--- config.mk ---
export PLATFORM = sky130hd
export DESIGN_NAME = peer_table_with_aging
export DESIGN_NICKNAME = d
export VERILOG_FILES = /design/src/sv/ptwa_pkg.sv /design/src/sv/peer_table_with_aging.sv
export SDC_FILE = /design/constraint.sdc
export NUM_CORES = 1
export LEC_CHECK = 0
export BUFFER_PORTS_ARGS = -buffer_cell sky130_fd_sc_hd__buf_2
export CAP_MARGIN = 20
export CORE_MARGIN = 8
export CORE_UTILIZATION = 40
export CTS_CLUSTER_SIZE = 20
export DETAILED_ROUTE_END_ITERATION = 16
export MAX_ROUTING_LAYER = met4
export PLACE_DENSITY = 0.65
export SYNTH_ARGS = -nofsm -noshare
export SYNTH_HDL_FRONTEND = slang
export SYNTH_SLANG_ARGS = --single-unit
export TNS_END_PERCENT = 1
--- constraint.sdc ---
create_clock -name clk -period 5.6 [get_ports clk]
set_clock_uncertainty 0.2 [all_clocks]
set_input_delay 0.84 -clock clk [delete_from_list [all_inputs] [get_ports clk]]
set_output_delay 0.84 -clock clk [all_outputs]
set_load 0.005 [all_outputs]
--- src/sv/ptwa_pkg.sv ---
// Shared types and codes for the peer table with aging.
// Depends on nothing; imported by the peer table top level.
`default_nettype none

package ptwa_pkg;

    // Action codes carried in the action field of an input transaction.
    typedef enum logic [1:0] {
        ACT_ANNOUNCE = 2'd0,
        ACT_TICK     = 2'd1,
        ACT_CLEAN    = 2'd2,
        ACT_NOP      = 2'd3
    } action_t;

    // Status codes of a result transaction.
    localparam logic STATUS_DONE = 1'b0;
    localparam logic STATUS_FULL = 1'b1;

    // Reset value of the age limit register.
    localparam logic [15:0] AGE_LIMIT_RESET = 16'd10;

    // One word of the slot memory: peer address and last-seen time.
    typedef struct packed {
        logic [31:0] address;
        logic [31:0] seen;
    } slot_entry_t;

endpackage

`default_nettype wire

--- src/sv/peer_table_with_aging.sv ---
// Peer table with aging: top level, slot memory and scan sequencer.
// Depends on ptwa_pkg for action codes, status codes and the slot word type.
`default_nettype none

// Keeps up to TABLE_SLOTS IPv4 peer addresses with their last-seen tick.
// Each input transaction yields exactly one result transaction. A tick or an
// unused action goes straight to the finish state, which loads its result
// once the output register is free. An announce or a clean walks the slot
// memory through its single read port, one slot per cycle with the compare
// in the cycle after the read; an announce that hits a slot stops there.
// The next item is taken the cycle after a result is loaded. The block
// accepts one item at a time and takes the next one while the previous
// result still waits on a stalled output. Valid bits live in flip-flops
// and are cleared at reset, so no clearing pass is needed.
// The age limit register may be written only while the block is idle.
module peer_table_with_aging #(
    parameter int TABLE_SLOTS = 16
) (
    input  wire logic        clk,
    input  wire logic        rst_n,
    // Configuration write port for the age limit.
    input  wire logic        age_limit_we,
    input  wire logic [15:0] age_limit_data,
    // Input channel.
    input  wire logic        item_valid,
    output logic             item_stall,
    input  wire logic [1:0]  action,
    input  wire logic [31:0] peer_address,
    // Result channel.
    output logic             result_valid,
    input  wire logic        result_stall,
    output logic             status,
    output logic             was_known,
    output logic [4:0]       entry_count,
    output logic [4:0]       removed_count
);

    import ptwa_pkg::*;

    localparam int IW = (TABLE_SLOTS > 1) ? $clog2(TABLE_SLOTS) : 1;
    localparam int CW = $clog2(TABLE_SLOTS + 1);
    localparam logic [IW-1:0] LAST_IDX = IW'(TABLE_SLOTS - 1);

    typedef enum logic [1:0] {
        ST_IDLE,
        ST_SCAN,
        ST_FINISH
    } state_t;

    state_t                 state_reg;
    logic [15:0]            age_limit_reg;
    logic [31:0]            now_ticks_reg;
    logic [TABLE_SLOTS-1:0] slot_valid_reg;
    logic [CW-1:0]          live_count_reg;

    // Item held for the scan.
    action_t                act_reg;
    logic [31:0]            addr_reg;

    // Scan pipeline: read issue, and compare in the cycle after the read.
    logic                   issue_on_reg;
    logic [IW-1:0]          issue_idx_reg;
    logic                   check_on_reg;
    logic [IW-1:0]          check_idx_reg;
    logic                   free_found_reg;
    logic [IW-1:0]          free_idx_reg;
    logic [CW-1:0]          removed_reg;

    // Result waiting for the output register.
    logic                   res_status_reg;
    logic                   res_known_reg;
    logic [CW-1:0]          res_removed_reg;

    // Output register.
    logic                   result_valid_reg;
    logic                   status_reg;
    logic                   was_known_reg;
    logic [CW-1:0]          entry_count_reg;
    logic [CW-1:0]          removed_count_reg;

    // Slot memory with one write port and one registered read port.
    slot_entry_t            slot_mem [TABLE_SLOTS];
    slot_entry_t            rd_data_reg;
    logic                   mem_we;
    logic [IW-1:0]          mem_waddr;
    slot_entry_t            mem_wdata;

    always_ff @(posedge clk)
    begin
        if (mem_we)
        begin
            slot_mem[mem_waddr] <= mem_wdata;
        end
        rd_data_reg <= slot_mem[issue_idx_reg];
    end

    // Handshake and compare logic.
    logic        item_take;
    logic        out_free;
    logic        check_valid;
    logic        addr_hit;
    logic        scan_hit;
    logic        free_here;
    logic [31:0] age;
    logic        age_expired;
    logic        last_check;
    logic        insert_ok;
    logic [IW-1:0] insert_idx;

    assign item_take   = item_valid && (state_reg == ST_IDLE);
    assign out_free    = !result_valid_reg || !result_stall;
    assign check_valid = check_on_reg && slot_valid_reg[check_idx_reg];
    assign addr_hit    = check_valid && (rd_data_reg.address == addr_reg);
    assign scan_hit    = (act_reg == ACT_ANNOUNCE) && addr_hit;
    assign free_here   = check_on_reg && !slot_valid_reg[check_idx_reg];
    assign age         = now_ticks_reg - rd_data_reg.seen;
    assign age_expired = check_valid && (age > {16'd0, age_limit_reg});
    assign last_check  = check_on_reg && (check_idx_reg == LAST_IDX);
    assign insert_ok   = free_found_reg || free_here;
    assign insert_idx  = free_found_reg ? free_idx_reg : check_idx_reg;

    // Memory write: refresh on a hit, insert at the end of a missed scan.
    always_comb
    begin
        mem_we            = 1'b0;
        mem_waddr         = check_idx_reg;
        mem_wdata.address = addr_reg;
        mem_wdata.seen    = now_ticks_reg;
        if (state_reg == ST_SCAN && act_reg == ACT_ANNOUNCE)
        begin
            if (addr_hit)
            begin
                mem_we = 1'b1;
            end
            else if (last_check && insert_ok)
            begin
                mem_we    = 1'b1;
                mem_waddr = insert_idx;
            end
        end
    end

    // Sequencer state, table control state and output register.
    always_ff @(posedge clk or negedge rst_n)
    begin
        if (!rst_n)
        begin
            state_reg         <= ST_IDLE;
            age_limit_reg     <= AGE_LIMIT_RESET;
            now_ticks_reg     <= '0;
            slot_valid_reg    <= '0;
            live_count_reg    <= '0;
            issue_on_reg      <= 1'b0;
            issue_idx_reg     <= '0;
            check_on_reg      <= 1'b0;
            check_idx_reg     <= '0;
            free_found_reg    <= 1'b0;
            free_idx_reg      <= '0;
            removed_reg       <= '0;
            result_valid_reg  <= 1'b0;
            act_reg           <= ACT_NOP;
            addr_reg          <= '0;
            res_status_reg    <= STATUS_DONE;
            res_known_reg     <= 1'b0;
            res_removed_reg   <= '0;
            status_reg        <= STATUS_DONE;
            was_known_reg     <= 1'b0;
            entry_count_reg   <= '0;
            removed_count_reg <= '0;
        end
        else
        begin
            if (age_limit_we)
            begin
                age_limit_reg <= age_limit_data;
            end

            // A taken result leaves unless a new one replaces it this cycle.
            if (result_valid_reg && !result_stall && state_reg != ST_FINISH)
            begin
                result_valid_reg <= 1'b0;
            end

            unique case (state_reg)
                ST_IDLE:
                begin
                    if (item_take)
                    begin
                        act_reg         <= action_t'(action);
                        addr_reg        <= peer_address;
                        issue_on_reg    <= 1'b1;
                        issue_idx_reg   <= '0;
                        check_on_reg    <= 1'b0;
                        free_found_reg  <= 1'b0;
                        removed_reg     <= '0;
                        res_status_reg  <= STATUS_DONE;
                        res_known_reg   <= 1'b0;
                        res_removed_reg <= '0;
                        case (action_t'(action)) inside
                            ACT_ANNOUNCE, ACT_CLEAN:
                            begin
                                state_reg <= ST_SCAN;
                            end
                            ACT_TICK:
                            begin
                                now_ticks_reg <= now_ticks_reg + 32'd1;
                                state_reg     <= ST_FINISH;
                            end
                            default:
                            begin
                                state_reg <= ST_FINISH;
                            end
                        endcase
                    end
                end

                ST_SCAN:
                begin
                    // Advance the read side of the walk; a hit ends it at once.
                    check_on_reg  <= issue_on_reg && !scan_hit;
                    check_idx_reg <= issue_idx_reg;
                    if (issue_on_reg)
                    begin
                        if (issue_idx_reg == LAST_IDX || scan_hit)
                        begin
                            issue_on_reg <= 1'b0;
                        end
                        else
                        begin
                            issue_idx_reg <= issue_idx_reg + IW'(1);
                        end
                    end

                    if (act_reg == ACT_ANNOUNCE)
                    begin
                        // Remember the lowest free slot seen so far.
                        if (free_here && !free_found_reg)
                        begin
                            free_found_reg <= 1'b1;
                            free_idx_reg   <= check_idx_reg;
                        end
                        if (addr_hit)
                        begin
                            res_known_reg <= 1'b1;
                            state_reg     <= ST_FINISH;
                        end
                        else if (last_check)
                        begin
                            if (insert_ok)
                            begin
                                slot_valid_reg[insert_idx] <= 1'b1;
                                live_count_reg <= live_count_reg + CW'(1);
                            end
                            else
                            begin
                                res_status_reg <= STATUS_FULL;
                            end
                            state_reg <= ST_FINISH;
                        end
                    end
                    else
                    begin
                        // Clean: drop each expired slot as it is checked.
                        if (age_expired)
                        begin
                            slot_valid_reg[check_idx_reg] <= 1'b0;
                            removed_reg    <= removed_reg + CW'(1);
                            live_count_reg <= live_count_reg - CW'(1);
                        end
                        if (last_check)
                        begin
                            res_removed_reg <= removed_reg + CW'(age_expired);
                            state_reg       <= ST_FINISH;
                        end
                    end
                end

                ST_FINISH:
                begin
                    if (out_free)
                    begin
                        result_valid_reg  <= 1'b1;
                        status_reg        <= res_status_reg;
                        was_known_reg     <= res_known_reg;
                        entry_count_reg   <= live_count_reg;
                        removed_count_reg <= res_removed_reg;
                        state_reg         <= ST_IDLE;
                    end
                end

                default:
                begin
                    state_reg <= ST_IDLE;
                end
            endcase
        end
    end

    // Output fields masked to five bits for any table size.
    logic [CW+4:0] entry_ext;
    logic [CW+4:0] removed_ext;

    assign entry_ext     = {5'd0, entry_count_reg};
    assign removed_ext   = {5'd0, removed_count_reg};
    assign item_stall    = (state_reg != ST_IDLE);
    assign result_valid  = result_valid_reg;
    assign status        = status_reg;
    assign was_known     = was_known_reg;
    assign entry_count   = entry_ext[4:0];
    assign removed_count = removed_ext[4:0];

`ifndef ASSERT_OFF
    // The live count always matches the number of valid bits.
    a_count_matches: assert property (@(posedge clk) disable iff (!rst_n)
        live_count_reg == CW'($countones(slot_valid_reg)))
        else $error("live count differs from valid bits");

    // The live count never exceeds the table size.
    a_count_bound: assert property (@(posedge clk) disable iff (!rst_n)
        live_count_reg <= CW'(TABLE_SLOTS))
        else $error("live count above table size");

    // The compare stage trails the read stage by exactly one slot.
    a_scan_lag: assert property (@(posedge clk) disable iff (!rst_n)
        (state_reg == ST_SCAN && check_on_reg && issue_on_reg)
            |-> (issue_idx_reg == check_idx_reg + IW'(1)))
        else $error("scan pipeline out of step");

    // A new result is only loaded out of the finish state.
    a_load_from_finish: assert property (@(posedge clk) disable iff (!rst_n)
        $rose(result_valid_reg) |-> $past(state_reg == ST_FINISH))
        else $error("result loaded outside finish state");

    // A full report never claims a hit or a removal.
    a_full_clean: assert property (@(posedge clk) disable iff (!rst_n)
        (result_valid_reg && status_reg == STATUS_FULL)
            |-> (!was_known_reg && removed_count_reg == '0))
        else $error("inconsistent table full result");
`endif

endmodule

`default_nettype wire
# Yosys cells after proc, flatten, opt, wreduce, memory -nomap -nowiden
# Memories as Yosys holds them, arrays and structs flattened. A register that Yosys moved wholly into a read port is not among the register bits.
# Cells that the tools add are included.
# Widths: inputs -> output; s select.
# totals
register_bits	145
ramBits	1024
n_memories	1
# op_classes
n_addsub	7
order_cmp	5
n_eq_ne	23
muxes	63
n_bitwise	4
reduce_logical	43
# mem_list
memory	words	word_bits	read_ports	rd_clocked_by_memory_dff	write_ports	line	rtl
slot_mem	16	64	1	1	1	peer_table_with_aging.sv:82	slot_entry_t slot_mem [TABLE_SLOTS];
# ops
cell	n
$mux 16	5
$mux 5	10
$add 32x1->32 const B	1
$eq 32x32->1	1
$gt 32x16->1	1
$sub 32x32->32	1
$ne 2x2->1 const B	15
$mux 4	7
$reduce_and 4->1	6
$mux 1	23
$pmux 5 s2	2
$and 16x16->16	1
$not 16->16	1
$or 16x16->16	1
$logic_and 1x1->1	15
$mux 2	6
$add 5x1->5 const B	2
$lt 4x5->1 const B	2
$pmux 1 s2	5
$demux 1 s4	2
$eq 4x4->1 const B	2
$ge 4x1->1 const B	2
$pmux 4 s2	1
$reduce_and 2->1	4
other kinds (17)	29

# Depth between registers and ports, before layout
# Gate-level depths: netlist (run 1).
# depth
depth_word	11
depth_mapped	25
depth_no_buf	25

# Worst setup path before layout (run 1)
# Ideal clock, no wire load.
# synth_path
path_type	register -> register
start	register check_idx_reg[0]
end	memory slot_mem[1][0] (netlist name), enable pin
arrival_ps	5436
t_required_ps	4914
setup_slack_ps	-523
stages_incl_launch_ff	13
path_buffers	2
synth_period_minus_slack_ps	6123
path_cell_list	dfrtp_1 > buf_2 > mux4_2 > mux4_2 > nand2_2 > nor3_1 > nor3_2 > and2_1 > buf_4 > nand2_1 > nand2_1 > nand3_1 > nor2_1
# synth_between
elab_chain_cells	11
# synth_lines
item	line	rtl
from (decl)	peer_table_with_aging.sv:64	logic [IW-1:0] check_idx_reg;
from (signal assigned)	peer_table_with_aging.sv:221	check_idx_reg <= issue_idx_reg;
$bmux 1 s4	peer_table_with_aging.sv:112, peer_table_with_aging.sv:115	
$mux 1 (not written as such)	peer_table_with_aging.sv:112, peer_table_with_aging.sv:115	
$logic_not 1->1	peer_table_with_aging.sv:115	assign free_here = check_on_reg && !slot_valid_reg[check_idx_reg];
$logic_and 1x1->1	peer_table_with_aging.sv:115	
$logic_or 1x1->1	peer_table_with_aging.sv:119	assign insert_ok = free_found_reg || free_here;
$logic_and 1x1->1	peer_table_with_aging.sv:135	else if (last_check && insert_ok)
$mux 1	peer_table_with_aging.sv:135	
$mux 1	peer_table_with_aging.sv:131	if (addr_hit)
$mux 1	peer_table_with_aging.sv:129	if (state_reg == ST_SCAN && act_reg == ACT_ANNOUNCE)
$mux 1	peer_table_with_aging.sv:90	if (mem_we)
$mux 1 (not written as such)	peer_table_with_aging.sv:92	slot_mem[mem_waddr] <= mem_wdata;
to (decl)	peer_table_with_aging.sv:82	
# Parallel ways exist; a longest one is shown, timed or not. The select of a mux whose other input is x is not followed.

# Final worst setup path (run 1)
# layout_path
start	register now_ticks_reg[0]
end	register res_removed_reg[4]
# layout_between
elab_chain_cells	7
# layout_lines
item	line	rtl
from (decl)	peer_table_with_aging.sv:52	logic [31:0] now_ticks_reg;
from (signal assigned)	peer_table_with_aging.sv:206	now_ticks_reg <= now_ticks_reg + 32'd1;
$sub 32x32->32	peer_table_with_aging.sv:116	assign age = now_ticks_reg - rd_data_reg.seen;
$gt 32x16->1	peer_table_with_aging.sv:117	assign age_expired = check_valid && (age > {16'd0, age_limit_reg});
$logic_and 1x1->1	peer_table_with_aging.sv:117	
$add 5x1->5	peer_table_with_aging.sv:272	res_removed_reg <= removed_reg + CW'(age_expired);
$mux 5	peer_table_with_aging.sv:270	if (last_check)
$mux 5	peer_table_with_aging.sv:234	if (act_reg == ACT_ANNOUNCE)
$pmux 5 s2	peer_table_with_aging.sv:184	unique case (state_reg)
to (signal assigned)	peer_table_with_aging.sv:272	
to (decl)	peer_table_with_aging.sv:72	logic [CW-1:0] res_removed_reg;
# No other way between the ends. The select of a mux whose other input is x is not followed.
# A chain may end at the register's enable or synchronous reset.

==> results of run 1 <==
[per-layer routing]
| layer | vias up | wire [um] |
|---|---|---|
| li1 | 12150 | - |
| met1 | 14000 | 50890 |
| met2 | 769 | 54070 |
| met3 | 167 | 7048 |
| met4 | 0 | 2339 |
| met5 | - | 0 |
[layout by cell type (no fill, tap or decap), types with 14 or more instances in the layout]
cell type,instances
a21oi_1,122
a221oi_1,66
a22oi_1,66
a31oi_1,19
buf_12,29
buf_2,67
buf_4,70
clkbuf_1,28
clkbuf_16,120
clkbuf_8,14
clkinv_1,18
clkinv_2,22
dfrtp_1,137
dfxtp_1,64
edfxtp_1,1024
ha_1,55
inv_1,60
mux2_2,83
mux2i_1,200
mux4_2,133
nand2_1,274
nand3_1,38
nand4_1,21
nor2_1,60
nor2_4,17
o21ai_0,170
xnor2_1,35
xor2_1,56
[cells by family (layout without fill, tap and decap cells)]
logic type	after synthesis	count (layout)	synth area share, %
fa+ha+maj	57	57	1.468
simple gates	504	504	4.572
compound gates	529	529	6.837
buf+inv	201	453	1.581
mux	419	419	12.05
flops	1233	1233	71.89
xor+xnor	91	91	1.607
[repair_timing]
action	CTS	global route
hold buffers	1	0
pin swaps	0	6
endpoints found under the setup margin	1	17
resized for setup	1	9
endpoints found under the hold margin	1	0
[worst paths after layout]
kind / slack (ns) / from / to
max: 0.35 / now_ticks_reg[0] / res_removed_reg[4]
max in group asynchronous: 3.79 / rst_n / age_limit_reg[6]
min reg2reg: 0.26 / act_reg[1] / act_reg[1]
min: 0.12 / peer_address[30] / addr_reg[30]
max reg2reg: 0.35 / now_ticks_reg[0] / res_removed_reg[4]
min in group asynchronous: 0.25 / rst_n / removed_count[4]
[final cells by class]
cell class	count	area, sq um
fill	10630	66600
sequential	1233	35680
multi-input combinational	1600	13350
clock buffer	162	3301
tap	1637	2048
timing repair buffer	169	1474
clock inverter	62	631.9
inverter	60	225.2
[metrics by stage]
step	setup WS, ns	power (W)
floorplan	-0.5227	0.01544
global placement	0.1058	0.01728
detailed placement	-0.03911	0.01735
CTS	0.03707	0.02534
global route	0.02952	0.02627
finish	0.3465	0.02519
[where the power goes]
part / switching [W] / internal, W
Combinational: 0.00338 / 0.00225
Clock: 0.00342 / 0.00459
Sequential: 0.000649 / 0.0109
[critical path, delay by kind of cell (launching register included)]
kind / cells / cell delay (ns)
buf+inv: 2 / 0.27
simple gates: 11 / 1.75
xor+xnor: 2 / 0.30
fa+ha+maj: 5 / 1.28
compound gates: 6 / 0.98
flops: 1 / 0.35
==> flow_summary.yaml, run 1 <==
die:
  initial_core_util_pct: 40.23
  die_h_um: 368.2
  die_x_um: 368.2
  core.rowCount: 129
  core_area_sq_um: 123300
  num_io_pins: 69
  die-area_sq_um: 135600
clock_tree:
  clk_latency_ns: 0.72
  clk_path_buf_depth: 3
  htree_levels: 3
  numClockSinks: 1233
  cts_root_buf: "clkbuf_16"
  cts_made_buffers: 118
  clkTransAtPathRegs_ns: 0.06
  cts_tree: "done"
  cts_setup_buffers: 0
power_and_ir_drop:
  power_density_nw_per_um2: 444.1
  leakage_nw: 20.41
  irDropWorstVdd_v: 0.0003437
placed_design:
  portBuffers: 68
  dp.final_hpwl_mm: 62.30
  gp_congestion: 0.8774
  post-place-cells: 4698
  place_area_sq_um: 52720
timing:
  timing_hold_violations_final: 0
  rsz0062_at_grt: "no"
  fin_crit_sh_pct: 93.81
  slew_violations: 0
  relSlewSlack_pct: 21.74
  fmax_ghz: 0.1904
  setup_viol: 0
  tightest_slew_ns: 1.174
  tns_ns: 0
  whs_ns: 0.1150
  period_needed_ns: 5.253
min_path:
  hold_class: "input port to register"
  min_path_cells: 3
critical_path:
  worstSetupEndpointType: "register"
  cp.arrival_ns: 5.64
  critPathMaxStageDelay_ns: 0.38
  reg2reg_depth: 26
  cp.required_ns: 5.99
  critPathMostFrequentCell: "ha_1"
  cp_max_fo: 4
  slowest_stage: "nor4b_4"
  critPathKind: "register to register"
  startpoint_type: "register"
layout:
  area_delta_synth_final_pct: 14.31
  layout-drive-gt1-share_pct: 18.99
  final_util_pct: 45.99
  finalInstanceArea_sq_um: 56710
  num-nets-final: 3294
  stdcell_count: 4923
  antenna_cells: 0
  largest_reg_flops: 1024
detailed_routing:
  wire_per_inst_um: 23.23
  vias_per_cell: 5.501
  vias: 27080
  dr.first_iter.drc_count: 2304
  wirelength_mm: 114.3
  drc: 0
  dr.pass1.iters: 7
  antenna_left: 0
synth:
  syn_nets: 3146
  synthArstFlopShare_pct: 11.76
  synthFlopType: "edfxtp_1"
  synthDistinctLibCells: 81
  seq_area_frac_synth_pct: 71.89
  synth-seq-cells: 1233
  synth_most_common_cell: "edfxtp_1"
  synthCells: 3034
  postSynthAreaPerCell_sq_um: 16.35
  yosys_warnings: 0
  synth_edf_count: 1024
  synth_common_cells: "1024 x edfxtp_1, 276 x nand2_1, 200 x mux2i_1, 171 x o21ai_0, 141 x dfrtp_1"
  netlist_top_cells_area: "edfxtp_1 62%, dfrtp_1 7.1%, mux4_2 6.0%"
  yosysTopAreaCell: "edfxtp_1"
  netlist.area_leader.share_pct: 61.98
  syn_area_sq_um: 49610
run:
  max-cap-violations: 0
global_routing:
  grt_pass1_wl_mm: 172.1
  gr-usage-met1_pct: 23.16
  antenna_found_initial: 0
  use_met3_pct: 2.967
  grt-ovfl-total: 0
  grt_max_degree: 145
  busiest_layer: "met2"
  grtUsageTotal_pct: 16.94
  grt_pass1_vias: 27230
  met2_usage_pct: 26.59
outcome:
  outcome: "complete, no violations"
No activity file was read; power rests on OpenSTA's default activity.
==> run 2: changes to the inputs <==
Settings changed: REMOVE_ABC_BUFFERS set to 1.
==> run 2 against run 1 <==
Effect of this change:
- via count grew 0.13%
- clock power decreased by 3.1%
- critical path depth is the same
- cell area hardly changed
- cell count up 0.28%
- fmax grew 0.42%
- register-to-register slack gained 0.02 ns
- power shrank 1.4%
==> flow_summary.yaml, run 2 (synthesis results as in run 1) <==
outcome:
  outcome: "complete, no violations"
power_and_ir_drop:
  power_frac_seq_pct: 46.6
  leakage_nw: 20.45
  p_sw_share_pct: 29.52
  intPower_w: 0.01751
  power_density_nw_per_um2: 437.9
  p_clk_share_pct: 31.2
  pwr-share-comb_pct: 22.2
  p_switching_w: 0.007334
  irDropWorstVdd_v: 0.0003065
  total_power_w: 0.02485
die:
  num_io_pins: 69
  core_area_sq_um: 123300
  die_x_um: 368.2
  initial_core_util_pct: 40.23
  die-area_sq_um: 135600
  core.rowCount: 129
  die_h_um: 368.2
clock_tree:
  clk_latency_ns: 0.70
  clk_path_buf_depth: 3
  htree_levels: 3
  cts_root_buf: "clkbuf_16"
  cts_tree: "done"
  clkTransAtPathRegs_ns: 0.06
  cts_setup_buffers: 0
  cts_made_buffers: 117
  numClockSinks: 1233
global_routing:
  grtUsageTotal_pct: 17.02
  antenna_found_initial: 0
  grt_pass1_wl_mm: 173.5
  grt_max_degree: 112
  grt_pass1_vias: 27370
  grt-ovfl-total: 0
layout:
  layout-drive-gt1-share_pct: 19.15
  largest_reg_flops: 1024
  mostFrequentLayoutCell: "edfxtp_1"
  antenna_cells: 0
  area_delta_synth_final_pct: 14.37
  finalInstanceArea_sq_um: 56740
  mostFrequentLayoutCells: "1024 x edfxtp_1, 274 x nand2_1, 200 x mux2i_1"
  num-nets-final: 3308
timing:
  tightest_slew_ns: 1.086
  period_needed_ns: 5.231
  setup_slack_ns: 0.3686
  fin_crit_sh_pct: 93.42
  rsz0062_at_grt: "no"
  slew_violations: 0
  fmax_ghz: 0.1912
  timing_hold_violations_final: 0
  relSlewSlack_pct: 27.41
  tns_ns: 0
  setup_viol: 0
  whs_ns: 0.1267
min_path:
  min_to: "addr_reg[14]"
  hold_class: "input port to register"
  min_path_cells: 3
  min_from: "peer_address[14]"
critical_path:
  rrSetupSlack_ns: 0.37
  worstSetupEndpointType: "register"
  timing.rr.end: "res_removed_reg[4]"
  startpoint_type: "register"
  slowest_stage: "fa_1"
  critPathKind: "register to register"
  cp.required_ns: 5.96
  cp.arrival_ns: 5.59
  cp_max_fo: 4
  critPathMaxStageDelay_ns: 0.42
  reg2reg_depth: 26
  timing.rr.start: "now_ticks_reg[0]"
placed_design:
  gp_congestion: 0.8556
  dp_slack_ns: 0.1655
  place_area_sq_um: 52940
  portBuffers: 68
  dp.final_hpwl_mm: 64.18
detailed_routing:
  wirelength_mm: 114.9
  vias: 27110
  dr.first_iter.drc_count: 2483
  antenna_left: 0
  wire_per_inst_um: 23.27
  dr.pass1.iters: 5
  drc: 0
  vias_per_cell: 5.492
run:
  max-cap-violations: 0
run 2: cell count changes in the layout (fill, tap and decap cells not counted), sizes merged:
cell | before | now
clkinv | 45 | 57
clkinvlp | 5 | 2
bufinv | 10 | 8
buf | 168 | 183
clkbuf | 162 | 154
run 2: power groups by stage:
| stage | Sequential [W] | Combinational, W | Clock (W) |
|---|---|---|---|
| detailed placement | 0.0118 | 0.00555 | 0 |
| global route | 0.0117 | 0.00607 | 0.00823 |
| finish | 0.0116 | 0.00552 | 0.00775 |
| floorplan | 0.0120 | 0.00357 | 0 |
| CTS | 0.0116 | 0.00558 | 0.00789 |
| global placement | 0.0118 | 0.00549 | 0 |
run 2: what timing repair did:
| item | in CTS | in global routing |
|---|---|---|
| resized for setup | 0 | 3 |
| endpoints found under the setup margin | 0 | 7 |
| endpoints found under the hold margin | 15 | 0 |
| hold buffers | 1 | 0 |
run 2: metal layers:
layer / global-route usage [%] / part of all wire [%] / up-vias
li1: - / - / 12190
met1: 23.85 / 45 / 13920
met2: 26.77 / 48 / 844
met3: 2.416 / 5.8 / 155
met4: 3.365 / 1.8 / 0
met5: - / 0 / -
run 2: critical path, delay by kind of cell, from the launching register on:
kind / cells / cell delay [ns]
AO/OA/AOI/OAI: 6 / 1.04
XOR/XNOR: 2 / 0.28
adder cells (fa/ha/maj): 5 / 1.34
buffers and inverters: 2 / 0.28
flip-flops: 1 / 0.34
AND/OR/NAND/NOR: 11 / 1.64
run 2: cell type report:
cell class | instances | area [sq um]
clock buffers | 154 | 3167
clock inverters | 69 | 609.3
fillers | 10570 | 66570
inverters | 60 | 225.2
multi-input cells | 1600 | 13320
flip-flops and latches | 1233 | 35680
well taps | 1637 | 2048
repair buffers | 184 | 1695
run 2: worst max path at each step:
| stage | slack, ns | from | cells past startpoint | endpoint |
|---|---|---|---|---|
| global placement | 0.20 | now_ticks_reg[0] | 26 | res_removed_reg[4] |
| CTS | 0.14 | now_ticks_reg[0] | 26 | res_removed_reg[4] |
| floorplan | -8.38 | issue_idx_reg[0] | 6 | issue_idx_reg[3] |
| detailed placement | 0.17 | now_ticks_reg[0] | 26 | res_removed_reg[4] |
| global route | 0.04 | now_ticks_reg[0] | 26 | res_removed_reg[4] |
| finish | 0.37 | now_ticks_reg[0] | 26 | res_removed_reg[4] |
run 2: through the flow:
stage / instances / util (%)
CTS: 4937 / 46.00
global route: 4937 / 46.01
global placement: 4713 / 42.93
detailed placement: 4713 / 42.93
finish: 4937 / 46.01
floorplan: 2893 / -
